`config.mk`:
```
export PLATFORM = sky130hd
export DESIGN_NAME = battery_average_level_monitor_unit
export DESIGN_NICKNAME = d
export VERILOG_FILES = /design/src/hdl/balm_pkg.sv /design/src/hdl/balm_ctrl.sv /design/src/hdl/balm_dp.sv /design/src/hdl/battery_average_level_monitor_unit.sv
export SDC_FILE = /design/constraint.sdc
export NUM_CORES = 2
export LEC_CHECK = 0
export BUFFER_PORTS_ARGS = -buffer_cell sky130_fd_sc_hd__buf_2
export CAP_MARGIN = 40
export CORE_ASPECT_RATIO = 1.5
export CORE_MARGIN = 3
export CORE_UTILIZATION = 55
export DETAILED_ROUTE_END_ITERATION = 10
export GPL_TIMING_DRIVEN = 0
export HOLD_SLACK_MARGIN = 0.15
export PLACE_DENSITY_LB_ADDON = 0.25
export SYNTH_ARGS = -nofsm -noshare
export SYNTH_HDL_FRONTEND = slang
export SYNTH_SLANG_ARGS = --single-unit
```
`constraint.sdc`:
```
create_clock -name aclk -period 8.2 [get_ports aclk]
set_input_delay 1.23 -clock aclk [delete_from_list [all_inputs] [get_ports aclk]]
set_output_delay 1.23 -clock aclk [all_outputs]
set_load 0.05 [all_outputs]
```
`src/hdl/balm_pkg.sv`:
```
// ----------------------------------------------------------------------------
// Battery average level monitor: shared types and constants
// Command and status records between controller and datapath, register
// indexes, reset values and level codes.
// ----------------------------------------------------------------------------
package balm_pkg;

    localparam int CFG_IDX_W   = 3;
    localparam int CFG_DATA_W  = 16;
    localparam int MV_W        = 16;
    localparam int LEVEL_W     = 2;
    localparam int CHASE_W     = 2;
    localparam int ELAPSED_W   = 17;
    localparam int COUNT_W     = 8;
    localparam int QUOT_W      = 16;
    // Below saturation the dividend stays under divisor times 2^16, and the
    // divisor has 8 bits.
    localparam int DIVD_W      = COUNT_W + QUOT_W;
    // Shift of the reciprocal; exact for every divisor up to 255 over that range.
    localparam int RECIP_SHIFT = 32;

    localparam logic [CFG_IDX_W-1:0] REG_SAMPLE_PERIOD = 3'd0;
    localparam logic [CFG_IDX_W-1:0] REG_MV_PER_COUNT  = 3'd1;
    localparam logic [CFG_IDX_W-1:0] REG_CRITICAL_MV   = 3'd2;
    localparam logic [CFG_IDX_W-1:0] REG_LOW_MV        = 3'd3;
    localparam logic [CFG_IDX_W-1:0] REG_FULL_MV       = 3'd4;

    localparam logic [CFG_DATA_W-1:0] RST_SAMPLE_PERIOD = 16'd10;
    localparam logic [CFG_DATA_W-1:0] RST_MV_PER_COUNT  = 16'd412;
    localparam logic [CFG_DATA_W-1:0] RST_CRITICAL_MV   = 16'd6000;
    localparam logic [CFG_DATA_W-1:0] RST_LOW_MV        = 16'd6600;
    localparam logic [CFG_DATA_W-1:0] RST_FULL_MV       = 16'd8400;

    localparam logic [LEVEL_W-1:0] LVL_NORMAL   = 2'd0;
    localparam logic [LEVEL_W-1:0] LVL_CRITICAL = 2'd1;
    localparam logic [LEVEL_W-1:0] LVL_LOW      = 2'd2;
    localparam logic [LEVEL_W-1:0] LVL_FULL     = 2'd3;

    typedef struct packed {
        logic capture;    // latch the incoming word
        logic tick;       // advance tick counter, take a sample if due
        logic mul;        // sum times scale factor
        logic div;        // saturation check and reciprocal division
        logic classify;   // compare against thresholds, update state
        logic load;       // move the result into the output register
    } dp_cmd_t;

    typedef struct packed {
        logic avg_due;    // this tick completes an averaging window
    } dp_status_t;

endpackage

```
`src/hdl/balm_ctrl.sv`:
```
// ----------------------------------------------------------------------------
// Battery average level monitor: controller
// Sequences one tick at a time through sampling (and, on a window close, scaling,
// division and classification), and owns the output valid flag.
// ----------------------------------------------------------------------------
module balm_ctrl (
    input  logic                 aclk,
    input  logic                 aresetn,
    input  logic                 s_valid,
    output logic                 s_ready,
    output logic                 m_valid,
    input  logic                 m_ready,
    output balm_pkg::dp_cmd_t    cmd,
    input  balm_pkg::dp_status_t status
);
    import balm_pkg::*;

    typedef enum logic [2:0] {
        ST_IDLE,
        ST_TICK,
        ST_MUL,
        ST_DIV,
        ST_CLASS,
        ST_LOAD
    } state_t;

    state_t state_reg, state_next;
    logic   out_valid_reg, out_valid_next;
    logic   load_fire;

    assign s_ready   = (state_reg == ST_IDLE);
    assign m_valid   = out_valid_reg;
    // The output register may be refilled in the cycle its word leaves.
    assign load_fire = (state_reg == ST_LOAD) && (!out_valid_reg || m_ready);

    always_comb begin
        cmd          = '0;
        cmd.capture  = s_valid && (state_reg == ST_IDLE);
        cmd.tick     = (state_reg == ST_TICK);
        cmd.mul      = (state_reg == ST_MUL);
        cmd.div      = (state_reg == ST_DIV);
        cmd.classify = (state_reg == ST_CLASS);
        cmd.load     = load_fire;
    end

    always_comb begin
        state_next = state_reg;
        case (state_reg)
            ST_IDLE: begin
                if (s_valid) state_next = ST_TICK;
            end
            ST_TICK: begin
                state_next = status.avg_due ? ST_MUL : ST_LOAD;
            end
            ST_MUL: begin
                state_next = ST_DIV;
            end
            ST_DIV: begin
                state_next = ST_CLASS;
            end
            ST_CLASS: begin
                state_next = ST_LOAD;
            end
            ST_LOAD: begin
                if (load_fire) state_next = ST_IDLE;
            end
            default: begin
                state_next = ST_IDLE;
            end
        endcase
        if (load_fire) begin
            out_valid_next = 1'b1;
        end else if (m_ready) begin
            out_valid_next = 1'b0;
        end else begin
            out_valid_next = out_valid_reg;
        end
    end

    always_ff @(posedge aclk) begin
        if (!aresetn) begin
            state_reg     <= ST_IDLE;
            out_valid_reg <= 1'b0;
        end else begin
            state_reg     <= state_next;
            out_valid_reg <= out_valid_next;
        end
    end

endmodule

```
`src/hdl/balm_dp.sv`:
```
// ----------------------------------------------------------------------------
// Battery average level monitor: datapath
// Configuration registers, tick counter, sample accumulator, scaling
// multiplier, reciprocal constant divider, classifier and output register.
// ----------------------------------------------------------------------------
module balm_dp #(
    parameter int SAMPLES_PER_AVERAGE = 201,
    parameter int ADC_BITS            = 12,
    parameter int CHASE_LEDS          = 4
) (
    input  logic                               aclk,
    input  logic                               aresetn,
    input  logic                               cfg_wr_en,
    input  logic [balm_pkg::CFG_IDX_W-1:0]     cfg_index,
    input  logic [balm_pkg::CFG_DATA_W-1:0]    cfg_data,
    input  logic [ADC_BITS-1:0]                s_adc_sample,
    input  balm_pkg::dp_cmd_t                  cmd,
    output balm_pkg::dp_status_t               status,
    output logic                               m_evaluated,
    output logic [balm_pkg::MV_W-1:0]          m_voltage_mv,
    output logic [balm_pkg::LEVEL_W-1:0]       m_level,
    output logic [balm_pkg::CHASE_W-1:0]       m_chase_led,
    output logic                               m_clear_leds,
    output logic                               m_shutdown
);
    import balm_pkg::*;

    localparam int SUM_W   = ADC_BITS + COUNT_W;
    localparam int PROD_W  = SUM_W + CFG_DATA_W;
    localparam int X_W     = SUM_W + 8;
    localparam int CP_W    = (CHASE_LEDS > 2) ? $clog2(CHASE_LEDS) : 1;
    localparam int RECIP_W = RECIP_SHIFT + 1;
    localparam int DPROD_W = DIVD_W + RECIP_W;
    // Reciprocal of the window length, rounded up.
    localparam longint unsigned RECIP_VAL =
        ((64'd1 << RECIP_SHIFT) + 64'(SAMPLES_PER_AVERAGE) - 64'd1) /
        64'(SAMPLES_PER_AVERAGE);
    localparam logic [RECIP_W-1:0] RECIP     = RECIP_W'(RECIP_VAL);
    localparam logic [X_W-1:0]     SAT_LIMIT = X_W'(SAMPLES_PER_AVERAGE) << QUOT_W;
    localparam logic [COUNT_W-1:0] N_AVG     = COUNT_W'(SAMPLES_PER_AVERAGE);
    localparam logic [CP_W-1:0]    CP_LAST   = CP_W'(CHASE_LEDS - 1);

    // Configuration
    logic [CFG_DATA_W-1:0] period_reg, scale_reg, crit_reg, low_reg, full_reg;

    // Block state
    logic [ELAPSED_W-1:0] elapsed_reg;
    logic [SUM_W-1:0]     sum_reg;
    logic [COUNT_W-1:0]   count_reg;
    logic [CP_W-1:0]      chase_pos_reg;
    logic                 owned_reg;
    logic [MV_W-1:0]      last_mv_reg;

    // Working registers
    logic [ADC_BITS-1:0]  adc_reg;
    logic [PROD_W-1:0]    prod_reg;
    logic [QUOT_W-1:0]    quot_reg;

    // Pending result
    logic                 res_eval_reg;
    logic [LEVEL_W-1:0]   res_level_reg;
    logic [CHASE_W-1:0]   res_chase_reg;
    logic                 res_clr_reg;
    logic                 res_shut_reg;

    // Output register
    logic                 out_eval_reg;
    logic [MV_W-1:0]      out_mv_reg;
    logic [LEVEL_W-1:0]   out_level_reg;
    logic [CHASE_W-1:0]   out_chase_reg;
    logic                 out_clr_reg;
    logic                 out_shut_reg;

    logic [ELAPSED_W-1:0] elapsed_inc;
    logic                 take_sample;
    logic [COUNT_W-1:0]   count_inc;
    logic [X_W-1:0]       div_x;
    logic                 div_sat;
    logic [DPROD_W-1:0]   div_prod;
    logic [CP_W-1:0]      chase_pos_next;
    logic [CP_W+1:0]      chase_wide;

    assign elapsed_inc = (elapsed_reg == '1) ? elapsed_reg : elapsed_reg + 1'b1;
    assign take_sample = elapsed_inc > ELAPSED_W'(period_reg);
    assign count_inc   = count_reg + 1'b1;
    assign div_x       = prod_reg[PROD_W-1:8];
    assign div_sat     = div_x >= SAT_LIMIT;
    // Below the saturation limit the rounded-up reciprocal gives the exact
    // floor of the quotient.
    assign div_prod    = div_x[DIVD_W-1:0] * RECIP;
    assign chase_pos_next = (chase_pos_reg == CP_LAST) ? '0 : chase_pos_reg + 1'b1;
    assign chase_wide  = (CP_W+2)'(chase_pos_next);

    assign status.avg_due = take_sample && (count_inc >= N_AVG);

    always_ff @(posedge aclk) begin
        if (!aresetn) begin
            period_reg <= RST_SAMPLE_PERIOD;
            scale_reg  <= RST_MV_PER_COUNT;
            crit_reg   <= RST_CRITICAL_MV;
            low_reg    <= RST_LOW_MV;
            full_reg   <= RST_FULL_MV;
        end else if (cfg_wr_en) begin
            case (cfg_index)
                REG_SAMPLE_PERIOD: period_reg <= cfg_data;
                REG_MV_PER_COUNT:  scale_reg  <= cfg_data;
                REG_CRITICAL_MV:   crit_reg   <= cfg_data;
                REG_LOW_MV:        low_reg    <= cfg_data;
                REG_FULL_MV:       full_reg   <= cfg_data;
                default: begin
                end
            endcase
        end
    end

    always_ff @(posedge aclk) begin
        if (!aresetn) begin
            elapsed_reg   <= '0;
            sum_reg       <= '0;
            count_reg     <= '0;
            chase_pos_reg <= '0;
            owned_reg     <= 1'b0;
            last_mv_reg   <= '0;
        end else if (cmd.tick) begin
            if (take_sample) begin
                elapsed_reg <= '0;
                sum_reg     <= sum_reg + SUM_W'(adc_reg);
                count_reg   <= count_inc;
            end else begin
                elapsed_reg <= elapsed_inc;
            end
        end else if (cmd.classify) begin
            last_mv_reg <= quot_reg;
            sum_reg     <= '0;
            count_reg   <= '0;
            if (quot_reg <= crit_reg) begin
                owned_reg <= 1'b1;
            end else if (quot_reg <= low_reg) begin
                owned_reg     <= 1'b1;
                chase_pos_reg <= chase_pos_next;
            end else if (quot_reg >= full_reg) begin
                owned_reg <= 1'b1;
            end else begin
                owned_reg <= 1'b0;
            end
        end
    end

    always_ff @(posedge aclk) begin
        if (cmd.capture) adc_reg <= s_adc_sample;
        if (cmd.mul) prod_reg <= sum_reg * scale_reg;
        if (cmd.div) quot_reg <= div_sat ? '1 : div_prod[RECIP_SHIFT +: QUOT_W];

        if (cmd.tick) begin
            res_eval_reg  <= 1'b0;
            res_level_reg <= LVL_NORMAL;
            res_chase_reg <= '0;
            res_clr_reg   <= 1'b0;
            res_shut_reg  <= 1'b0;
        end else if (cmd.classify) begin
            res_eval_reg  <= 1'b1;
            res_chase_reg <= '0;
            res_clr_reg   <= 1'b0;
            res_shut_reg  <= 1'b0;
            if (quot_reg <= crit_reg) begin
                res_level_reg <= LVL_CRITICAL;
                res_shut_reg  <= 1'b1;
            end else if (quot_reg <= low_reg) begin
                res_level_reg <= LVL_LOW;
                res_chase_reg <= chase_wide[CHASE_W-1:0];
            end else if (quot_reg >= full_reg) begin
                res_level_reg <= LVL_FULL;
            end else begin
                res_level_reg <= LVL_NORMAL;
                res_clr_reg   <= owned_reg;
            end
        end

        if (cmd.load) begin
            out_eval_reg  <= res_eval_reg;
            out_mv_reg    <= last_mv_reg;
            out_level_reg <= res_level_reg;
            out_chase_reg <= res_chase_reg;
            out_clr_reg   <= res_clr_reg;
            out_shut_reg  <= res_shut_reg;
        end
    end

    assign m_evaluated  = out_eval_reg;
    assign m_voltage_mv = out_mv_reg;
    assign m_level      = out_level_reg;
    assign m_chase_led  = out_chase_reg;
    assign m_clear_leds = out_clr_reg;
    assign m_shutdown   = out_shut_reg;

endmodule

```
`src/hdl/battery_average_level_monitor_unit.sv`:
```
// ----------------------------------------------------------------------------
// Battery average level monitor
// Averages sampled battery ADC readings and classifies the mean voltage.
// ----------------------------------------------------------------------------
// Usage: each input word is one millisecond tick carrying the current ADC
// reading (s_valid/s_ready); every accepted tick yields exactly one result
// word (m_valid/m_ready) with the evaluation flag, the last averaged voltage
// in millivolts, the level code and the LED and shutdown flags.
// Timing: one tick is in flight at a time. A tick that does not close an
// averaging window passes through the tick and load states; a tick that
// closes one also passes, before the load, through the states for the
// scaling multiply, the division by the window length (a multiply by its
// reciprocal) and the classification. The result is written into the
// output register in the load state.
// The result sits in an output register, so the next tick is accepted while
// it waits; a stalled receiver only holds up the tick after that one.
// Reset (aresetn low, synchronous) restores the register defaults and
// clears counters, accumulator, chase position and the held voltage.
// Configuration writes (cfg_wr_en) take effect at once; unknown indexes are
// ignored.
// ----------------------------------------------------------------------------
module battery_average_level_monitor_unit #(
    parameter int SAMPLES_PER_AVERAGE = 201,
    parameter int ADC_BITS            = 12,
    parameter int CHASE_LEDS          = 4
) (
    input  logic                            aclk,
    input  logic                            aresetn,
    input  logic                            cfg_wr_en,
    input  logic [balm_pkg::CFG_IDX_W-1:0]  cfg_index,
    input  logic [balm_pkg::CFG_DATA_W-1:0] cfg_data,
    input  logic                            s_valid,
    output logic                            s_ready,
    input  logic [ADC_BITS-1:0]             s_adc_sample,
    output logic                            m_valid,
    input  logic                            m_ready,
    output logic                            m_evaluated,
    output logic [balm_pkg::MV_W-1:0]       m_voltage_mv,
    output logic [balm_pkg::LEVEL_W-1:0]    m_level,
    output logic [balm_pkg::CHASE_W-1:0]    m_chase_led,
    output logic                            m_clear_leds,
    output logic                            m_shutdown
);
    import balm_pkg::*;

    dp_cmd_t    cmd;
    dp_status_t status;

    balm_ctrl u_ctrl (
        .aclk    (aclk),
        .aresetn (aresetn),
        .s_valid (s_valid),
        .s_ready (s_ready),
        .m_valid (m_valid),
        .m_ready (m_ready),
        .cmd     (cmd),
        .status  (status)
    );

    balm_dp #(
        .SAMPLES_PER_AVERAGE (SAMPLES_PER_AVERAGE),
        .ADC_BITS            (ADC_BITS),
        .CHASE_LEDS          (CHASE_LEDS)
    ) u_dp (
        .aclk         (aclk),
        .aresetn      (aresetn),
        .cfg_wr_en    (cfg_wr_en),
        .cfg_index    (cfg_index),
        .cfg_data     (cfg_data),
        .s_adc_sample (s_adc_sample),
        .cmd          (cmd),
        .status       (status),
        .m_evaluated  (m_evaluated),
        .m_voltage_mv (m_voltage_mv),
        .m_level      (m_level),
        .m_chase_led  (m_chase_led),
        .m_clear_leds (m_clear_leds),
        .m_shutdown   (m_shutdown)
    );

    // A word without a new average carries no level or action flags.
    a_idle_word_quiet: assert property (@(posedge aclk) disable iff (!aresetn)
        m_valid && !m_evaluated |->
            (m_level == LVL_NORMAL) && !m_shutdown && !m_clear_leds && (m_chase_led == '0))
        else $error("flags set on a word without evaluation");

    a_shutdown_critical: assert property (@(posedge aclk) disable iff (!aresetn)
        m_valid && m_shutdown |-> (m_level == LVL_CRITICAL))
        else $error("shutdown outside the critical level");

    a_clear_normal: assert property (@(posedge aclk) disable iff (!aresetn)
        m_valid && m_clear_leds |-> m_evaluated && (m_level == LVL_NORMAL))
        else $error("LED release outside the normal level");

    // Only one tick is worked on at a time.
    a_one_in_flight: assert property (@(posedge aclk) disable iff (!aresetn)
        s_valid && s_ready |=> !s_ready)
        else $error("second word accepted while a tick is in progress");

endmodule

```
==> metrics.csv <==
stage,metric,value,unit
yosys,ys_seq_area_share,18.3,%
yosys,synth_edf_count,79,
critical_path,worst-path-max-fanout,10,
critical_path,r2r_slack,0.68,ns
layout,mostFrequentLayoutCells,"inv_1 (736), nand2_1 (458), ha_1 (452)",
clock_network,root_buffer,clkbuf_16,
yosys,ys_async_sr_fraction,0,%
critical_path,worst-path-stages,24,
power,power,2810,µW
global_route,grt-ovfl-total,0,
sta,setup_total_negative_slack,0,ns
layout,final_core_util,59.7,%
clock_network,cts_tree,yes,
critical_path,path_class,flop to flop,
critical_path,crit_arrival,7.81,ns
layout,largest_register_ffs,28,
clock_network,clk_pin_slew,0.06,ns
die,core,53700,µm²
sta,maxSlewHeadroom,39.1,%
clock_network,postCtsResizedCells,0,
critical_path,path_cells,clkbuf_1 > clkbuf_1 > nand2_1 > fa_1 > inv_1 > fa_1 > inv_1 > fa_1 > fa_1 > inv_1 > fa_1 > inv_1 > fa_1 > inv_1 > ha_1 > a21oi_1 > and3b_1 > o31ai_2 > nor4b_4 > o311a_4 > o211ai_1 > nand2_1 > nor4_1 > nor3b_1,
route,vias,22700,
die,die_y,292,µm
die,die_area,57400,µm²
layout,drive_gt1_share,4.07,%
sta,fin_skew,0.0147,ns
yosys,yosys_warnings,0,
clock_network,hold_buffers,0,
power,p_leak,0.0162,µW
sta,drv_slew,0,
critical_path,timing.critical_path.buf_inv,7,
min_path,hold_start,u_dp.last_mv_reg[4],
layout,n_fill_cell,4590,
die,dieWidth,197,µm
placed_design,port_buffers,60,
clock_network,post_cts.repair.setup_buffers,0,
yosys,synth_cells,3253,
critical_path,slowest_stage,clkbuf_1,
placed_design,dp_hpwl,67300,µm
critical_path,crit_top_cell,fa_1,
layout,syn2layout_area_growth,7.09,%
sta,grt_setup_unrepaired,false,
clock_network,clk_latency,0.57,ns
sta,finalCritPeriodShare,91.7,%
sta,setup_violations,0,
global_route,grt_max_degree,23,
clock_network,clock-sinks,234,
route,drt_pass1_iterations,5,
critical_path,critPathMaxStageDelay,0.68,ns
global_route,grt_usage,28.9,%
clock_network,h-tree-depth,1,
yosys,syn_nets,4175,
yosys,synthesis.area,30000,µm²
critical_path,r2r-end,u_dp.prod_reg[35],
layout,regArea,5480,µm²
global_route,grt_pass1_wl,130000,µm
placed_design,place_area,31200,µm²
status,status,"complete, no violations",
die,num_rows,104,
critical_path,start_kind,flop,
layout,fin_area,32100,µm²
critical_path,cpLargestDelayFamily,adder cells,
critical_path,required,8.49,ns
yosys,syn_area_per_cell,9.21,µm²
sta,timing.hold.ws,0.430,ns
sta,fmax,0.133,GHz
job,cap_violations,0,
global_route,antenna_found_initial,1,
yosys,synth_ff_type,dfxtp_1,
route,drc,0,
min_path,hold_class,flop to flop,
global_route,grt_pass1_vias,24700,
die,initial_core_util,55.8,%
sta,period_minus_slack,7.52,ns
critical_path,r2r_cells,24,
layout,multiInputGateArea,21300,µm²
power,powerDensity,87.7,nW/µm²
critical_path,rr_startpoint,u_dp.sum_reg[10],
clock_network,max-clock-path-buffers,3,
min_path,hold_path_end,u_dp.m_voltage_mv[4],
power,ir_drop,0.170,mV
placed_design,gp_congestion,0.995,
clock_network,cts_buffers,25,
route,wl_per_cell,20.1,µm
min_path,hold_depth,0,
route,final_antenna_net_count,0,
layout,final_common_cell,inv_1,
sta,hold_viol,0,
die,ioPinCount,61,
route,wl,81200,µm
layout,nets,4266,
route,dr.first_iter.drc_count,1198,
yosys,synth.distinct_cells,72,
critical_path,endpoint_kind,flop,
sta,worst_slew_pin_slew,0.913,ns
route,avgViaCountPerCell,5.60,
yosys,yosys_register_bits,234,
==> worst reg2reg max path, delay by kind of cell (launching register included) <==
family	cells	cell delay (ns)
flip-flops	1	0.34
AO/OA/AOI/OAI	4	0.98
AND/OR/NAND/NOR	6	1.08
buffers and inverters	7	1.42
adder cells (fa/ha/maj)	7	3.43
==> metal layers <==
layer  up-vias  wire length [µm]  track usage [%]
met5         -                 0                0
met4         0              6710             19.1
met3       308              4560             3.96
met2       753             41200             52.2
met1     11300             28800             31.4
li1      10400                 -                -
==> worst max-delay path by stage <==
stage / from / endpoint / slack [ns]
2_1_floorplan: u_dp.sum_reg[12] / u_dp.prod_reg[32] / 1.75
3_3_place_gp: u_dp.sum_reg[10] / u_dp.prod_reg[32] / 0.82
3_5_place_dp: u_dp.sum_reg[10] / u_dp.prod_reg[35] / 0.75
4_1_cts: u_dp.sum_reg[10] / u_dp.prod_reg[35] / 0.71
5_1_grt: u_dp.sum_reg[10] / u_dp.prod_reg[32] / 0.30
6_report: u_dp.sum_reg[10] / u_dp.prod_reg[35] / 0.68
==> cells in the mapped netlist, types with 4 or more instances <==
| library cell | number | area, µm² |
|---|---|---|
| inv_1 | 736 | 2760 |
| o31a_1 | 4 | 35.0 |
| o21bai_1 | 9 | 67.6 |
| nand2b_1 | 10 | 62.6 |
| and2_1 | 123 | 769 |
| o211ai_1 | 23 | 173 |
| o21a_1 | 13 | 97.6 |
| edfxtp_1 | 79 | 2370 |
| nor2b_1 | 11 | 68.8 |
| or3_1 | 6 | 37.5 |
| or4_1 | 5 | 37.5 |
| ha_1 | 452 | 5660 |
| nor4_1 | 6 | 37.5 |
| nand3_1 | 46 | 230 |
| clkbuf_1 | 104 | 390 |
| a211oi_1 | 4 | 30.0 |
| buf_1 | 4 | 15.0 |
| nor2_1 | 64 | 240 |
| and3_1 | 18 | 113 |
| a21boi_0 | 4 | 30.0 |
| a21oi_1 | 181 | 906 |
| a22oi_1 | 8 | 60.1 |
| nand4_1 | 25 | 156 |
| a21o_1 | 47 | 353 |
| nand3b_1 | 10 | 75.1 |
| or2_2 | 8 | 50.1 |
| nor3_1 | 19 | 95.1 |
| dfxtp_1 | 155 | 3100 |
| o21ai_0 | 53 | 265 |
| nand2_1 | 458 | 1720 |
| xor2_1 | 24 | 210 |
| fa_1 | 434 | 8690 |
| nor3b_1 | 4 | 30.0 |
| xnor2_1 | 45 | 394 |
| o31ai_1 | 8 | 60.1 |
==> logic make-up (layout without fill, tap and decap cells) <==
kind of cell	Yosys count	after routing	share of synthesized area, %
other cells	0	1	0
simple gates	822	822	12.8
mux	1	1	0.0376
flops	234	234	18.3
buf+inv	846	955	10.6
compound gates	395	395	8.40
fa+ha+maj	886	886	47.9
xor+xnor	69	69	2.02
==> power breakdown <==
group          switching, µW  total [µW]  internal [µW]  leakage (µW)
logic                    198         280           81.6        0.0137
registers               21.3        1250           1230       0.00201
clock network            509        1280            773      0.000444
==> layout make-up <==
| type | count | share of cell area [%] |
|---|---|---|
| antenna | 1 | 0.00780 |
| buffer | 110 | 1.29 |
| clock buffer | 30 | 2.07 |
| clock inverter | 15 | 0.788 |
| inverter | 736 | 8.61 |
| multi-input combinational | 2173 | 66.4 |
| sequential | 234 | 17.1 |
| tap | 689 | 2.69 |
| timing repair buffer | 64 | 1.05 |
==> stage by stage <==
step	setup WS, ns	std cells
global route	0.302	4051
floorplan	1.75	3253
global placement	0.820	4002
CTS	0.714	4051
finish	0.682	4052
detailed placement	0.749	4006
(Power assumes the default switching activity.)
